<file path="src/rtl/spqv_queue.sv">
// Two-entry queue carrying one packed payload type.
module spqv_queue #(
    parameter type T = logic
) (
    input  logic clk,
    input  logic rst_n,
    input  logic push,
    input  T     din,
    output logic full,
    input  logic pop,
    output T     dout,
    output logic empty
);

    T           mem [2];
    logic       wr_ptr_reg;
    logic       rd_ptr_reg;
    logic [1:0] count_reg;
    logic       do_push;
    logic       do_pop;

    assign full    = (count_reg == 2'd2);
    assign empty   = (count_reg == 2'd0);
    assign dout    = mem[rd_ptr_reg];
    assign do_push = push && !full;
    assign do_pop  = pop && !empty;

    // store incoming beat
    always_ff @(posedge clk)
    begin
        if (do_push)
        begin
            mem[wr_ptr_reg] <= din;
        end
    end

    // advance pointers and occupancy
    always_ff @(posedge clk or negedge rst_n)
    begin
        if (!rst_n)
        begin
            wr_ptr_reg <= 1'b0;
            rd_ptr_reg <= 1'b0;
            count_reg  <= 2'd0;
        end
        else
        begin
            if (do_push)
            begin
                wr_ptr_reg <= !wr_ptr_reg;
            end
            if (do_pop)
            begin
                rd_ptr_reg <= !rd_ptr_reg;
            end
            if (do_push && !do_pop)
            begin
                count_reg <= count_reg + 2'd1;
            end
            else if (do_pop && !do_push)
            begin
                count_reg <= count_reg - 2'd1;
            end
        end
    end

endmodule

</file>
<file path="config.mk">
export PLATFORM = sky130hd
export DESIGN_NAME = spqv_queue
export DESIGN_NICKNAME = d
export VERILOG_FILES = /design/src/rtl/spqv_queue.sv
export SDC_FILE = /design/constraint.sdc
export NUM_CORES = 1
export LEC_CHECK = 0
export BUFFER_PORTS_ARGS = -buffer_cell sky130_fd_sc_hd__clkbuf_2
export CORE_AREA = 4 4 41 43
export CTS_BUF_LIST = sky130_fd_sc_hd__clkbuf_8
export CTS_CLUSTER_SIZE = 12
export DETAILED_ROUTE_END_ITERATION = 10
export DIE_AREA = 0 0 45 47
export PLACE_DENSITY = 0.5
export SLEW_MARGIN = 5
export SYNTH_ARGS = -nofsm -noshare
export SYNTH_HDL_FRONTEND = slang
export SYNTH_SLANG_ARGS = --single-unit
export TNS_END_PERCENT = 100
</file>
<file path="constraint.sdc">
create_clock -name clk -period 4.1 [get_ports clk]
set_input_delay 0 -clock clk [delete_from_list [all_inputs] [get_ports clk]]
set_output_delay 0 -clock clk [all_outputs]
set_load 0.01 [all_outputs]
</file>
# Yosys cells after proc, flatten, opt, wreduce, memory -nomap -nowiden

Memory sizes are Yosys's and may differ from the RTL's.
Index checks and enable logic that the tools add are counted.

Input port bits: 5
Word-level logic and storage cells: 23
Bits in registers: 4
Output and inout port bits: 3
RAM bits: 2
Memories kept: 1

Memories:

| name | words | bits a word | rd ports | clocked after Yosys merged registers in | wr ports | RTL line | RTL |
|---|---|---|---|---|---|---|---|
| mem  | 2     | 1           | 1        | 0                                       | 1        | 15       | `T mem [2];` |

Mux-type cells: 4
Reduce and logical (&&, ||, !) cells: 12
Equality and inequality tests: 1
$add $sub $neg: 2

Operators by type and width:

| kind                                              | count |
|---|---|
| zero test 1 bit                                   | 6 |
| logical AND 1 bit                                 | 4 |
| 2-to-1 mux 2 bit                                  | 2 |
| adder 2 x 1 -> 2 bit (second input constant)      | 1 |
| == test 2 bit (second input constant)             | 1 |
| zero test 2 bit                                   | 1 |
| 2-to-1 mux 1 bit                                  | 2 |
| nonzero test 2 bit                                | 1 |
| subtractor 2 x 1 -> 2 bit (second input constant) | 1 |

# Depth between registers and ports, before layout

Depth after elaboration: 7
Gate-level depth with buffers: 7
Mapped depth without buffers: 7

# Least setup slack after synthesis

OpenSTA, ideal clock, no wires.

Path kind: flip-flop to flip-flop
Start: reg count_reg[0]
End: reg count_reg[1]
Arrival: 1,300 ps
Slack: 2,721 ps
Setup time: 79 ps
Clock period less this slack: 1,379 ps
Data required time: 4,021 ps
Stages on the path, launching flop included: 7
Buffers on the path: 0
Path through: dfrtp_1 > nand2b_1 > nand2_1 > inv_1 > ha_1 > nor2_1 > xor2_1

Word-level cells in the longest chain between the ends: 6
Elaborated cells on any way between the ends: 15
Classes of those cells: 2 x add/sub; 1 x eq/ne; 2 x mux; 10 x reduce/logical

Ends and longest elaborated chain:

| item                         | RTL line | RTL |
|---|---|---|
| start, declared              | 18       | `logic [1:0] count_reg;` |
| start signal, assigned       | 58       | `count_reg <= count_reg + 2'd1;` |
| start signal, assigned       | 62       | `count_reg <= count_reg - 2'd1;` |
| == test 2 bit (*)            | 22       | `assign full = (count_reg == 2'd2);` |
| zero test 1 bit (*)          | 25       | `assign do_push = push && !full;` |
| logical AND 1 bit (*)        | 25       |  |
| named net do_push            | 19       | `logic do_push;` |
| zero test 1 bit              | 60       | `else if (do_pop && !do_push)` |
| logical AND 1 bit            | 60       |  |
| nonzero test 2 bit (no line) | -        |  |

The timed path passes the listed nets; every way through them passes the cells marked *. The select of a mux whose other input is x is not followed.
A chain may end at the register's enable or synchronous reset.

# Worst setup path in the final report

Ends and elaborated chain as after synthesis.

==> impl_metrics.json <==
{
  "r2r-end": "count_reg[1]$_DFFE_PN0P_",
  "power.share.switching": 0.318,
  "root_buffer": "clkbuf_8",
  "yosysWarningCount": 0,
  "tritoncts": "done",
  "cp_cell_sequence": "nand2b_1, nand2_1, inv_1, ha_1, xor2_1, nor2_1, xor2_1",
  "rows": 13,
  "post-place-ws_ns": 2.61,
  "synth_cells": 22,
  "ir_worst_vdd_uv": 389,
  "drv_slew": 0,
  "finalSetupViolCount": 0,
  "cts_buffer_depth": 2,
  "p_leak_uw": 0.000191,
  "route.detailed.drc": 0,
  "p_int_uw": 208,
  "die_w_um": 45,
  "wire_per_inst_um": 9.72,
  "min_from": "pop",
  "gp_congestion": 0.629,
  "seq_power_share": 0.372,
  "synth_largest_area_cell": "dfrtp_1",
  "cp.required_ns": 4.24,
  "status": "complete, no violations",
  "tightest_slew_ns": 0.199,
  "gr-usage-all-layers": 0.0684,
  "antenna_found_initial": 0,
  "htree_levels": 1,
  "synth.distinct_cells": 12,
  "cp.arrival_ns": 1.63,
  "path_common_cell": "xor2_1",
  "clkTransAtPathRegs_ns": 0.04,
  "grt_pass1_wl_um": 952,
  "grt_overflow_total": 0,
  "top_level_ports": 8,
  "post_cts_buffers": 0,
  "rsz0062_at_grt": "false",
  "period_needed_ns": 1.49,
  "drive_gt1_frac": 0.314,
  "synth.area.top_cells": "dfrtp_1 37%, edfxtp_1 22%, xnor2_1 9.8%, xor2_1 6.5%, ha_1 4.7%",
  "start_kind": "flip-flop",
  "reg2regPathDepth": 7,
  "die_area_mm2": 0.00212,
  "path_max_fanout": 5,
  "clk_latency_ns": 0.22,
  "p_per_area_mw_per_mm2": 790,
  "fin_tns_setup_ns": 0,
  "synth-seq-area-share": 0.598,
  "min_path_cells": 3,
  "routed_wl_um": 486,
  "drtIter0Drc": 2,
  "stdcell_count": 50,
  "drtPass1Iterations": 3,
  "diodes": 0,
  "ctsHoldBuffers": 2,
  "p_clk_frac": 0.294,
  "cts_inserted_buffers": 3,
  "hold_viol_final": 0,
  "cts_resized": 0,
  "core_mm2": 0.00130,
  "rr_startpoint": "count_reg[0]$_DFFE_PN0P_",
  "antenna_left": 0,
  "io_buffers": 7,
  "end_kind": "flip-flop",
  "path_class": "reg2reg",
  "worst_clock_skew_ns": 0.00500,
  "grt_pass1_vias": 238,
  "die_height_um": 47,
  "maxSlewHeadroom": 0.866,
  "via_count": 189,
  "switching_power_uw": 97.0,
  "cap_violations": 0,
  "synth.avg_cell_area_um2": 12.2,
  "hold_path.class": "in2reg",
  "hold_end": "rd_ptr_reg$_DFFE_PN0P_",
  "setup_ws_ns": 2.61,
  "r2r_slack_ns": 2.61,
  "netlist_area_um2": 268,
  "synth_top_area_frac": 0.374,
  "clock-sinks": 6,
  "power.total_uw": 305,
  "n_fill_cell": 147,
  "power_frac_comb": 0.334,
  "grt_max_degree": 6,
  "max_freq_mhz": 671,
  "yosys_register_bits": 6,
  "vias_per_cell": 3.78,
  "dp_cells": 44,
  "start_util": 0.206,
  "critical-path-max-stage-delay_ns": 0.42,
  "syn_to_final_growth_pct": 44.4,
  "syn-num-nets": 28,
  "nNetsFinal": 42,
  "slowest_stage": "dfrtp_1",
  "period_share": 0.363
}
[worst max-delay path, delay by kind of cell (launching register included)]
family / cells / cell delay (ns)
simple gates: 3 / 0.43
flops: 1 / 0.42
xor+xnor: 2 / 0.29
fa+ha+maj: 1 / 0.20
buf+inv: 1 / 0.06
[cell usage in the layout (no fill, tap or decap)]
cell type	count
ha_1	1
inv_1	3
xor2_1	2
nor2_1	3
edfxtp_1	2
mux2_2	1
nand2_1	1
clkbuf_8	3
dfrtp_1	4
nand2b_1	1
xnor2_1	3
clkbuf_2	7
o21ai_1	1
and3_1	1
dlygate4sd3_1	2
[metal layers]
metal  vias to the layer above  GRT usage  routed length [um]
met5                         -          0                   0
met4                         0     0.0351                   5
met3                         2     0.0575                  48
met2                         9      0.107                 199
met1                        81     0.0625                 233
li1                         97          -                   -
[worst max path at each step]
stage	startpoint	endpoint	slack [ns]	cells past startpoint
2_1_floorplan	count_reg[0]$_DFFE_PN0P_	count_reg[1]$_DFFE_PN0P_	2.72	6
3_3_place_gp	count_reg[0]$_DFFE_PN0P_	count_reg[1]$_DFFE_PN0P_	2.63	7
3_5_place_dp	count_reg[0]$_DFFE_PN0P_	count_reg[1]$_DFFE_PN0P_	2.61	7
4_1_cts	count_reg[0]$_DFFE_PN0P_	count_reg[1]$_DFFE_PN0P_	2.59	7
5_1_grt	count_reg[0]$_DFFE_PN0P_	count_reg[1]$_DFFE_PN0P_	2.46	7
6_report	count_reg[0]$_DFFE_PN0P_	count_reg[1]$_DFFE_PN0P_	2.61	7
[power by group through the flow]
stage	clock network [uW]	logic [uW]	registers [uW]
CTS	92.2	105	114
global route	99.1	117	118
floorplan	0	76.2	109
finish	89.8	102	114
detailed placement	0	102	115
global placement	0	99.1	113
[layout make-up]
type                            count  area, um^2  area share
Sequential cell                     6         160       0.414
Tap cell                           15        18.8      0.0485
Clock inverter                      1        3.75     0.00971
Multi-Input combinational cell     14         100       0.259
Inverter                            2        7.51      0.0194
Clock buffer                        3        41.3       0.107
Timing Repair Buffer                9        55.1       0.142
[synthesized netlist by cell type, drive strengths merged]
master / number
ha: 1
and3: 1
inv: 2
o21ai: 1
nor2: 3
edfxtp: 2
xnor2: 3
dfrtp: 4
xor2: 2
nand2: 1
mux2: 1
nand2b: 1
[cells by family after synthesis]
kind of cell             synth area share
multiplexers                       0.0421
flip-flops                          0.598
AND/OR/NAND/NOR                     0.103
AO/OA/AOI/OAI                      0.0187
adder cells (fa/ha/maj)            0.0467
XOR/XNOR                            0.164
buffers and inverters              0.0280
[through the flow]
stage / area, um^2 / hold WS (ns) / util
after floorplan: 268 / -0.296 / -
after global placement: 322 / -0.191 / 0.247
after detailed placement: 322 / -0.187 / 0.247
after CTS: 387 / 0.0864 / 0.297
after global routing: 387 / 0.122 / 0.297
final: 387 / 0.0865 / 0.297
No activity file was read; power rests on OpenSTA's default activity.
