`src/rtl/spqv_pkg.sv`:
```
// Shared types and constants for the sprite quad vertex expander.
package spqv_pkg;

    localparam logic [1:0] MODE_COLOR  = 2'd0;
    localparam logic [1:0] MODE_TEX    = 2'd1;
    localparam logic [1:0] MODE_SCENE  = 2'd2;
    localparam logic [1:0] MODE_UNUSED = 2'd3;

    // quarter-wave polynomial coefficients
    localparam logic [15:0] SIN_A = 16'd51472;
    localparam logic [15:0] SIN_B = 16'd21024;
    localparam logic [11:0] SIN_C = 12'd2320;

    localparam logic signed [16:0] COS_ONE = 17'sd32768;
    localparam logic [15:0]        WHITE   = 16'hFFFF;

    typedef struct packed {
        logic [1:0]         mode;
        logic signed [31:0] pos_x;
        logic signed [31:0] pos_y;
        logic signed [31:0] pos_z;
        logic signed [31:0] size_w;
        logic signed [31:0] size_h;
        logic [15:0]        angle;
        logic [15:0]        color_r;
        logic [15:0]        color_g;
        logic [15:0]        color_b;
        logic [15:0]        color_a;
        logic [15:0]        texture_id;
    } req_t;

    typedef struct packed {
        logic signed [31:0] vert_x;
        logic signed [31:0] vert_y;
        logic signed [31:0] vert_z;
        logic [15:0]        vert_r;
        logic [15:0]        vert_g;
        logic [15:0]        vert_b;
        logic [15:0]        vert_a;
        logic               tex_u;
        logic               tex_v;
        logic [3:0]         tex_slot;
        logic               slot_overflow;
        logic               last;
    } vert_t;

    // one classified sprite handed from front to back
    typedef struct packed {
        logic signed [31:0] pos_x;
        logic signed [31:0] pos_y;
        logic signed [31:0] pos_z;
        logic signed [31:0] size_w;
        logic signed [31:0] size_h;
        logic signed [16:0] cos_v;
        logic signed [16:0] sin_v;
        logic [15:0]        r;
        logic [15:0]        g;
        logic [15:0]        b;
        logic [15:0]        a;
        logic [3:0]         slot;
        logic               ovf;
    } job_t;

endpackage

```
`src/rtl/spqv_sine.sv`:
```
// Iterative Q1.15 sine unit, one multiply per cycle.
module spqv_sine (
    input  logic               clk,
    input  logic               rst_n,
    input  logic               start,
    input  logic [15:0]        angle,
    output logic               done,
    output logic signed [16:0] result
);

    localparam logic [11:0] SIN_C_EXT = spqv_pkg::SIN_C;

    logic [2:0]         step_reg;
    logic               neg_reg;
    logic [14:0]        t_reg;
    logic [14:0]        t2_reg;
    logic [15:0]        acc_reg;
    logic               done_reg;
    logic signed [16:0] result_reg;

    logic [14:0] phase;
    logic [29:0] p_tt;
    logic [26:0] p_c;
    logic [30:0] p_acc_t2;
    logic [30:0] p_acc_t;
    logic [16:0] f;
    logic [16:0] f_clamp;

    assign phase    = angle[14] ? (15'd16384 - {1'b0, angle[13:0]}) : {1'b0, angle[13:0]};
    assign p_tt     = t_reg * t_reg;
    assign p_c      = SIN_C_EXT * t2_reg;
    assign p_acc_t2 = acc_reg * t2_reg;
    assign p_acc_t  = acc_reg * t_reg;
    assign f        = p_acc_t[30:14];
    assign f_clamp  = (f > 17'd32767) ? 17'd32767 : f;

    assign done   = done_reg;
    assign result = result_reg;

    // step through the polynomial, one product per cycle
    always_ff @(posedge clk or negedge rst_n)
    begin
        if (!rst_n)
        begin
            step_reg <= 3'd0;
            done_reg <= 1'b0;
        end
        else
        begin
            done_reg <= 1'b0;
            if (start)
            begin
                step_reg <= 3'd1;
            end
            else if (step_reg == 3'd4)
            begin
                step_reg <= 3'd0;
                done_reg <= 1'b1;
            end
            else if (step_reg != 3'd0)
            begin
                step_reg <= step_reg + 3'd1;
            end
        end
    end

    // datapath registers
    always_ff @(posedge clk)
    begin
        if (start)
        begin
            t_reg   <= phase;
            neg_reg <= angle[15];
        end
        case (step_reg)
            3'd1: t2_reg  <= p_tt[28:14];
            3'd2: acc_reg <= spqv_pkg::SIN_B - {3'd0, p_c[26:14]};
            3'd3: acc_reg <= spqv_pkg::SIN_A - p_acc_t2[29:14];
            3'd4: result_reg <= neg_reg ? -$signed(f_clamp) : $signed(f_clamp);
            default: ;
        endcase
    end

endmodule

```
`src/rtl/spqv_front.sv`:
```
// Front end: accepts requests, resolves texture slots and computes sine and cosine.
module spqv_front #(
    parameter int SLOT_COUNT = 16
) (
    input  logic            clk,
    input  logic            rst_n,
    input  logic            push,
    input  spqv_pkg::req_t  req,
    output logic            full,
    output logic            job_push,
    output spqv_pkg::job_t  job,
    input  logic            job_full
);

    localparam int SW = $clog2(SLOT_COUNT);

    typedef enum logic [4:0] {
        ST_IDLE = 5'b00001,
        ST_SRCH = 5'b00010,
        ST_SIN  = 5'b00100,
        ST_COS  = 5'b01000,
        ST_PUSH = 5'b10000
    } state_t;

    state_t              state_reg;
    spqv_pkg::req_t      item_reg;
    logic [15:0]         mem [SLOT_COUNT];
    logic [SW:0]         used_reg;
    logic [SW:0]         idx_reg;
    logic [SW:0]         chk_idx_reg;
    logic                chk_v_reg;
    logic [15:0]         rd_reg;
    logic [SW:0]         slot_reg;
    logic                ovf_reg;
    logic signed [16:0]  sin_reg;
    logic signed [16:0]  cos_reg;

    logic               accept;
    logic               issue;
    logic               hit;
    logic               miss;
    logic               room;
    logic               sin_start;
    logic [15:0]        sin_angle;
    logic               sin_done;
    logic signed [16:0] sin_res;
    logic               textured;

    assign full     = (state_reg != ST_IDLE);
    assign accept   = push && !full;
    assign issue    = (idx_reg < used_reg);
    assign hit      = chk_v_reg && (rd_reg == item_reg.texture_id);
    assign miss     = !hit && !issue && !chk_v_reg;
    assign room     = (used_reg < (SW+1)'(SLOT_COUNT));
    assign textured = (item_reg.mode == spqv_pkg::MODE_TEX);

    // launch sine first, then cosine at a quarter turn on
    assign sin_start = (accept && req.mode == spqv_pkg::MODE_COLOR && req.angle != 16'd0)
                    || (state_reg == ST_SIN && sin_done);
    assign sin_angle = (state_reg == ST_SIN) ? (item_reg.angle + 16'd16384) : req.angle;

    spqv_sine u_sine (
        .clk    (clk),
        .rst_n  (rst_n),
        .start  (sin_start),
        .angle  (sin_angle),
        .done   (sin_done),
        .result (sin_res)
    );

    // build the job beat
    always_comb
    begin
        job.pos_x  = item_reg.pos_x;
        job.pos_y  = item_reg.pos_y;
        job.pos_z  = item_reg.pos_z;
        job.size_w = item_reg.size_w;
        job.size_h = item_reg.size_h;
        job.cos_v  = textured ? spqv_pkg::COS_ONE : cos_reg;
        job.sin_v  = textured ? 17'sd0 : sin_reg;
        job.r      = textured ? spqv_pkg::WHITE : item_reg.color_r;
        job.g      = textured ? spqv_pkg::WHITE : item_reg.color_g;
        job.b      = textured ? spqv_pkg::WHITE : item_reg.color_b;
        job.a      = textured ? spqv_pkg::WHITE : item_reg.color_a;
        job.slot   = textured ? 4'(slot_reg) : 4'd0;
        job.ovf    = textured ? ovf_reg : 1'b0;
    end

    assign job_push = (state_reg == ST_PUSH) && !job_full;

    // slot table: write new identities, read one entry per cycle
    always_ff @(posedge clk)
    begin
        if (state_reg == ST_SRCH && miss && room)
        begin
            mem[used_reg[SW-1:0]] <= item_reg.texture_id;
        end
        if (issue)
        begin
            rd_reg <= mem[idx_reg[SW-1:0]];
        end
    end

    // hold the request and results
    always_ff @(posedge clk)
    begin
        if (accept)
        begin
            item_reg <= req;
            cos_reg  <= spqv_pkg::COS_ONE;
            sin_reg  <= 17'sd0;
        end
        if (state_reg == ST_SIN && sin_done)
        begin
            sin_reg <= sin_res;
        end
        if (state_reg == ST_COS && sin_done)
        begin
            cos_reg <= sin_res;
        end
        if (state_reg == ST_SRCH)
        begin
            chk_idx_reg <= idx_reg;
            if (hit)
            begin
                slot_reg <= chk_idx_reg;
                ovf_reg  <= 1'b0;
            end
            else if (miss)
            begin
                slot_reg <= room ? used_reg : '0;
                ovf_reg  <= !room;
            end
        end
    end

    // sequencer
    always_ff @(posedge clk or negedge rst_n)
    begin
        if (!rst_n)
        begin
            state_reg <= ST_IDLE;
            used_reg  <= (SW+1)'(1);
            idx_reg   <= (SW+1)'(1);
            chk_v_reg <= 1'b0;
        end
        else
        begin
            unique case (state_reg)
                ST_IDLE:
                begin
                    if (accept)
                    begin
                        case (req.mode)
                            spqv_pkg::MODE_COLOR:
                                state_reg <= (req.angle != 16'd0) ? ST_SIN : ST_PUSH;
                            spqv_pkg::MODE_TEX:
                            begin
                                state_reg <= ST_SRCH;
                                idx_reg   <= (SW+1)'(1);
                                chk_v_reg <= 1'b0;
                            end
                            spqv_pkg::MODE_SCENE:
                                used_reg <= (SW+1)'(1);
                            default: ;
                        endcase
                    end
                end
                ST_SRCH:
                begin
                    chk_v_reg <= issue;
                    if (issue)
                    begin
                        idx_reg <= idx_reg + (SW+1)'(1);
                    end
                    if (hit)
                    begin
                        state_reg <= ST_PUSH;
                    end
                    else if (miss)
                    begin
                        state_reg <= ST_PUSH;
                        if (room)
                        begin
                            used_reg <= used_reg + (SW+1)'(1);
                        end
                    end
                end
                ST_SIN:
                begin
                    if (sin_done)
                    begin
                        state_reg <= ST_COS;
                    end
                end
                ST_COS:
                begin
                    if (sin_done)
                    begin
                        state_reg <= ST_PUSH;
                    end
                end
                ST_PUSH:
                begin
                    if (!job_full)
                    begin
                        state_reg <= ST_IDLE;
                    end
                end
                default: state_reg <= ST_IDLE;
            endcase
        end
    end

endmodule

```
`config.mk`:
```
export PLATFORM = sky130hd
export DESIGN_NAME = spqv_front
export DESIGN_NICKNAME = d
export VERILOG_FILES = /design/src/rtl/spqv_pkg.sv /design/src/rtl/spqv_sine.sv /design/src/rtl/spqv_front.sv
export SDC_FILE = /design/constraint.sdc
export NUM_CORES = 2
export LEC_CHECK = 0
export BUFFER_PORTS_ARGS = -buffer_cell sky130_fd_sc_hd__buf_2
export CAP_MARGIN = 15
export CORE_MARGIN = 1
export CORE_UTILIZATION = 50
export CTS_BUF_LIST = sky130_fd_sc_hd__clkbuf_16
export CTS_CLUSTER_SIZE = 16
export DETAILED_ROUTE_END_ITERATION = 8
export PLACE_DENSITY = 0.7
export SLEW_MARGIN = 10
export SYNTH_ARGS = -nofsm -noshare
export SYNTH_HDL_FRONTEND = slang
export SYNTH_SLANG_ARGS = --single-unit
export TNS_END_PERCENT = 30
```
`constraint.sdc`:
```
create_clock -name clk -period 10.1 [get_ports clk]
set_input_delay 1.515 -clock clk [delete_from_list [all_inputs] [get_ports clk]]
set_output_delay 1.515 -clock clk [all_outputs]
set_load 0.05 [all_outputs]
```
---- Word-level counts from Yosys, hierarchy flattened ----
Memories as Yosys holds them, arrays and structs flattened. A register that Yosys moved wholly into a read port is not among the register bits.
Index checks and enable logic that the tools add are counted.
W data, S select, Z words.
storage, ports and cells
  output and inout port bits .............. 265
  input port bits ......................... 262
  word-level logic and storage cells ...... 153
  memories kept ........................... 1
  RAM bits ................................ 256
  latch bits .............................. 0
  register bits after elaboration ......... 385
  memory bits (read-only) ................. 0
operators by class
  equality and inequality tests ........... 26
  $add $sub $neg .......................... 8
  magnitude comparators ................... 3
  shifts and indexed selects .............. 0
  reduce and logical (&&, ||, !) cells .... 32
  divide/modulo/power cells ............... 0
  bitwise gates (word level) .............. 0
  $mul .................................... 4
  mux-type cells .......................... 50
memories
  memory  depth  width  rd ports  clocked after memory_dff  write ports  RTL line          source
  mem     16     16     1         1                         1            spqv_front.sv:27  logic [15:0] mem [SLOT_COUNT];
operator list
  cell                      number
  $mux W17                  8
  $mux W16                  5
  $mux W5                   15
  $pmux W16 S2              1
  $mul A16 B15 Y31          1
  $mul A16 B15 Y30          1
  $pmux W5 S2               3
  $mul A15 B15 Y29          1
  $pmux W5 S5               1
  $mul A8 B15 Y23 const A   1
  $gt A17 B15 Y1 const B    1
  $neg A17 Y17              1
  $add A16 B15 Y16 const B  1
  $eq A16 B16 Y1            1
  $mux W4                   4
  $reduce_bool A16 Y1       1
  $sub A15 B13 Y16 const A  1
  $sub A16 B16 Y16 const A  1
  $sub A15 B14 Y15 const A  1
  $mux W14                  1
  $ne A2 B2 Y1 const B      6
  $reduce_and A6 Y1         2
  $logic_and A1 B1 Y1       11
  $add A5 B1 Y5 const B     2
  28 further kinds          52

---- Logic depth before layout (Yosys ltp) ----
  depth after elaboration ................. 9
  depth in mapped cells ................... 33
  depth with buffers taken out ............ 29

---- By module ----
From an unflattened synthesis, not the netlist that was laid out.
second synthesis, totals
  cell total of the unflattened synthesis .. 4109
  area, all modules ....................... 49120.9 um2
by module, submodules not included
  module      area an instance (um2)  cells an instance  times used
  spqv_sine   26172.6                 2893               1
  spqv_front  22948.3                 1216               1

---- Worst setup path before layout ----
No wires, ideal clock.
  kind .................................... register to register
  from .................................... register u_sine.t_reg[10]
  to ...................................... register u_sine.result_reg[10], in the netlist u_sine.result[10], data pin
  cell stages (with the launch flop) ...... 31
  data required time ...................... 9.846 ns
  data arrival time ....................... 7.977 ns
  buffers on the path ..................... 5
  slack ................................... 1.869 ns
  clock period less this slack ............ 8.231 ns
  path through ............................ edfxtp_1 -> clkbuf_1 -> clkbuf_1 -> nand2_1 -> fa_1 -> inv_1 -> fa_1 -> fa_1 -> fa_1 -> fa_1 -> inv_1 -> fa_1 -> inv_1 -> ha_1 -> clkbuf_1 -> a21oi_1 -> o21ai_0 -> a221o_1 -> a221o_1 -> a31oi_1 -> xnor2_1 -> or2_0 -> clkbuf_1 -> clkbuf_1 -> a21o_1 -> inv_1 -> ha_1 -> or4b_4 -> or4b_4 -> mux2i_1 -> a21o_1
between the ends
  cells in the longest elaborated chain, start to end .. 5
ends and longest elaborated chain
  what                         RTL line         source
  from (decl)                  spqv_sine.sv:15  logic [14:0] t_reg;
  from (signal assigned)       spqv_sine.sv:72  t_reg <= phase;
  $mul A16 B15 Y31 (*)         spqv_sine.sv:33  assign p_acc_t = acc_reg * t_reg;
  $gt A17 B15 Y1               spqv_sine.sv:35  assign f_clamp = (f > 17'd32767) ? 17'd32767 : f;
  $mux W17 (*)                 spqv_sine.sv:35
  named net u_sine.f_clamp[0]  spqv_sine.sv:27  logic [16:0] f_clamp;
  $neg A17 Y17 (*)             spqv_sine.sv:79  3'd4: result_reg <= neg_reg ? -$signed(f_clamp) : $signed(f_clamp);
  $mux W17 (*)                 spqv_sine.sv:79
  to (signal assigned)         spqv_sine.sv:79
  to (decl)                    spqv_sine.sv:19  logic signed [16:0] result_reg;
Mark *: on every way through the listed nets, which the timed path passes. The rest lies on a longest branch.
A chain may end at the register's enable or synchronous reset.

---- Worst setup path after layout ----
  from .................................... register u_sine.t_reg[4]
  to ...................................... register u_sine.result_reg[10], in the netlist u_sine.result[10], data pin
The elaborated chain is that of the path after synthesis.

==> results.md <==
- Status: finished clean
- Number of CTS-inserted buffers: 67
- Met3 Track Usage GR: 0.03473
- Fraction of registers with async set/reset: 0.03044
- Layout cell share with drive strength beyond 1: 0.1856
- Nets: 5521
- Post-synthesis sequential area ratio: 0.4003
- Post-cts sizing count: 0
- Top Usage Layer GRT: met2
- EDFF count, synth: approximately 640
- Seq cells post-synth: between 600 and 700
- GRT Total Usage: 0.2318
- Final hold violation count: 0
- Most used cell along the critical path: fa_1
- Skew-Pair Late Insertion Delay: 640 ps
- Syn_nets: between 5000 and 6000
- Mapped Avg Cell Area: roughly 12 um2
- Maximum clock path buffer count: 3
- WL/cell: around 20 um
- Synth Warn #: 0
- Die span in y: between 300 and 400 um
- Antenna violations before repair: 10
- DRT iter0 DRCs: about 2000
- RSZ-0062 raised after global routing: no
- Synth Flop Type: edfxtp_1
- Cell area after synthesis: between 40000 and 50000 um2
- Vias: 30790
- Cell variety after synth: 84
- Area grow syn2layout: 10.57%
- Final setup viols: 0
- First-pass GRT wire length: roughly 180000 um
- Total negative slack: 0 ps
- Period utilization: 0.8769
- CP Class: flop to flop
- Vias per Instance: 5.354
- Seq. cell area: slightly below 20000 um2
- First-pass DRT Iterations: 5
- Worst path max stage delay: about 730 ps
- # port buffers: approximately 530
- Worst setup SP type: flop
- Worst Path Arrival: between 9000 and 10000 ps
- Initial core utilization: 0.5063
- Grt met2 use: 0.4028
- CP endpoint kind: flop
- WP data required: about 10000 ps
- FILL cells: about 8000
- Finished Layout Cells: 5751
- Worst path slowest cell: edfxtp_1
- Gpl congestion: 0.8956
- FF-to-FF setup slack: roughly 1200 ps
- Worst Tran Pin Value: roughly 1200 ps
- Vias in the first global route: 32060
- Core area: between 90000 and 100000 um2
- Hold Path Class: flop to flop
- Largest net degree at the start of global routing: between 100 and 150
- Max reg flops: 256
- H-Tree Depth: 3
- # Max-Cap Violations: 0
- Drc violations: 0
- CTS sink cnt: roughly 660
- Grt total ovfl: 0
- # hold bufs at CTS: 0
- Synth Instances: slightly above 4000
- Area of the multi-input gates: 25340 um2
- Die width: ~320 um
- Row count: approximately 110
- Setup Buffers After CTS: 0
- Max Freq: approximately 0.11 GHz
- Tmin final: 8857 ps
- Die ar.: between 90000 and 100000 um2
- Detail Route Antenna Nets: 0
- Clk pin slew, worst setup/hold paths: 60 ps
- Root buffer cell: clkbuf_16
- Placed cell count: between 5000 and 6000
- WL final: ~110000 um
- CTS tree: built
- Met1 usage: 0.3013
- # IOs: around 530
- Maximum fanout along the worst path: 17
- Clk_skew: around 33 ps
- HPWL Detailed: approximately 84000 um
- Slew Limit Fails: 0
- Slew HR: 0.2193
==> worst paths after layout <==
kind | from | end | depth (start not counted)
worst min register to register | used_reg[0] | used_reg[0] | 2
min in group asynchronous | rst_n | u_sine.step_reg[2] | 1
max in group asynchronous | rst_n | state_reg[0] | 1
worst max register to register | u_sine.t_reg[4] | u_sine.result[10] | 26
worst min-delay path | used_reg[0] | used_reg[0] | 2
worst max-delay path | u_sine.t_reg[4] | u_sine.result[10] | 26
==> synth_stat cells (10+ instances only) <==
cell | instances | area, um2
edfxtp_1 | 637 | 19130
xnor2_1 | 78 | 683.2
mux4_2 | 80 | 1802
mux2_2 | 10 | 112.6
o21a_1 | 14 | 105.1
nand2b_1 | 83 | 519.3
nor2_1 | 110 | 412.9
xor2_1 | 36 | 315.3
nand4_1 | 18 | 112.6
a21o_1 | 35 | 262.8
a21oi_1 | 67 | 335.3
and3_1 | 40 | 250.2
or2_2 | 12 | 75.07
a31oi_1 | 14 | 87.58
buf_4 | 160 | 1201
inv_1 | 611 | 2293
nand2_1 | 364 | 1366
nand3_1 | 25 | 125.1
mux2i_1 | 23 | 230.2
fa_1 | 501 | 10030
nor2b_1 | 14 | 87.58
clkbuf_1 | 166 | 623.1
nor3_1 | 68 | 340.3
dfrtp_1 | 17 | 425.4
ha_1 | 335 | 4192
nor4_1 | 13 | 81.33
o21ai_0 | 64 | 320.3
and2_1 | 350 | 2190
==> cells in the final DEF, fill, tap and decap left out, types with 9 or more instances in the layout <==
master,n
edfxtp_1,637
inv_1,620
buf_2,526
fa_1,501
nand2_1,364
and2_1,350
ha_1,335
nor2_1,107
nand2b_1,82
mux4_2,80
xnor2_1,78
clkbuf_16,69
a21oi_1,66
o21ai_0,64
buf_4,63
nor3_1,61
and3_1,40
xor2_1,36
a21o_1,35
nand3_1,25
mux2i_1,23
nand4_1,18
dfrtp_1,16
o21a_1,14
nor2b_1,14
a31oi_1,14
or2_2,12
clkinv_2,11
mux2_2,10
or3_1,9
o21ai_1,9
o211ai_1,9
nor4_1,9
clkinv_1,9
==> metal layers <==
layer / wire length (um) / part of all wire
met4: 2693 / 0.024
met3: 6159 / 0.054
met2: 58560 / 0.52
met1: 45970 / 0.41
met5: 77 / 0.00068
==> area by class of cell <==
cell class | instances | area share
multi-input cells | 2496 | 0.4673
flip-flops and latches | 657 | 0.3622
repair buffers | 590 | 0.05755
inverters | 611 | 0.04243
clock buffers | 69 | 0.03184
well taps | 1276 | 0.02944
clock inverters | 48 | 0.009091
diodes | 4 | 0.0001846
==> logic make-up after synthesis <==
kind of cell / after synthesis / synth area share
XOR/XNOR: 115 / 0.02082
buffers and inverters: 946 / 0.08481
multiplexers: 113 / 0.04373
AND/OR/NAND/NOR: 1135 / 0.1196
flip-flops: 657 / 0.4003
AO/OA/AOI/OAI: 297 / 0.04070
adder cells (fa/ha/maj): 836 / 0.2900
==> stage by stage <==
step	instance area [um2]	util	hold WS [ps]	worst slack (ps)
final	54220	0.5599	528.2	1243
after global routing	54210	0.5598	559.5	868.2
after CTS	54200	0.5596	529.5	1335
after detailed placement	51980	0.5367	525.9	1358
after global placement	51980	0.5367	512.5	1467
after floorplan	49040	-	448.7	1869
==> critical path: cells and delay by family (launching register included) <==
family	cells	cell delay [ps]
xor gates and xnor gates	1	120
and+or+nand+nor	4	1890
DFF	1	730
muxes	1	140
adders and majority gates	8	3700
buffers and inverters	5	270
AOI/OAI and AO/OA	7	1770
Power is left out: the tool's default activity adds up to more than one toggle a clock period on the data nets, which glitch-free logic cannot reach.
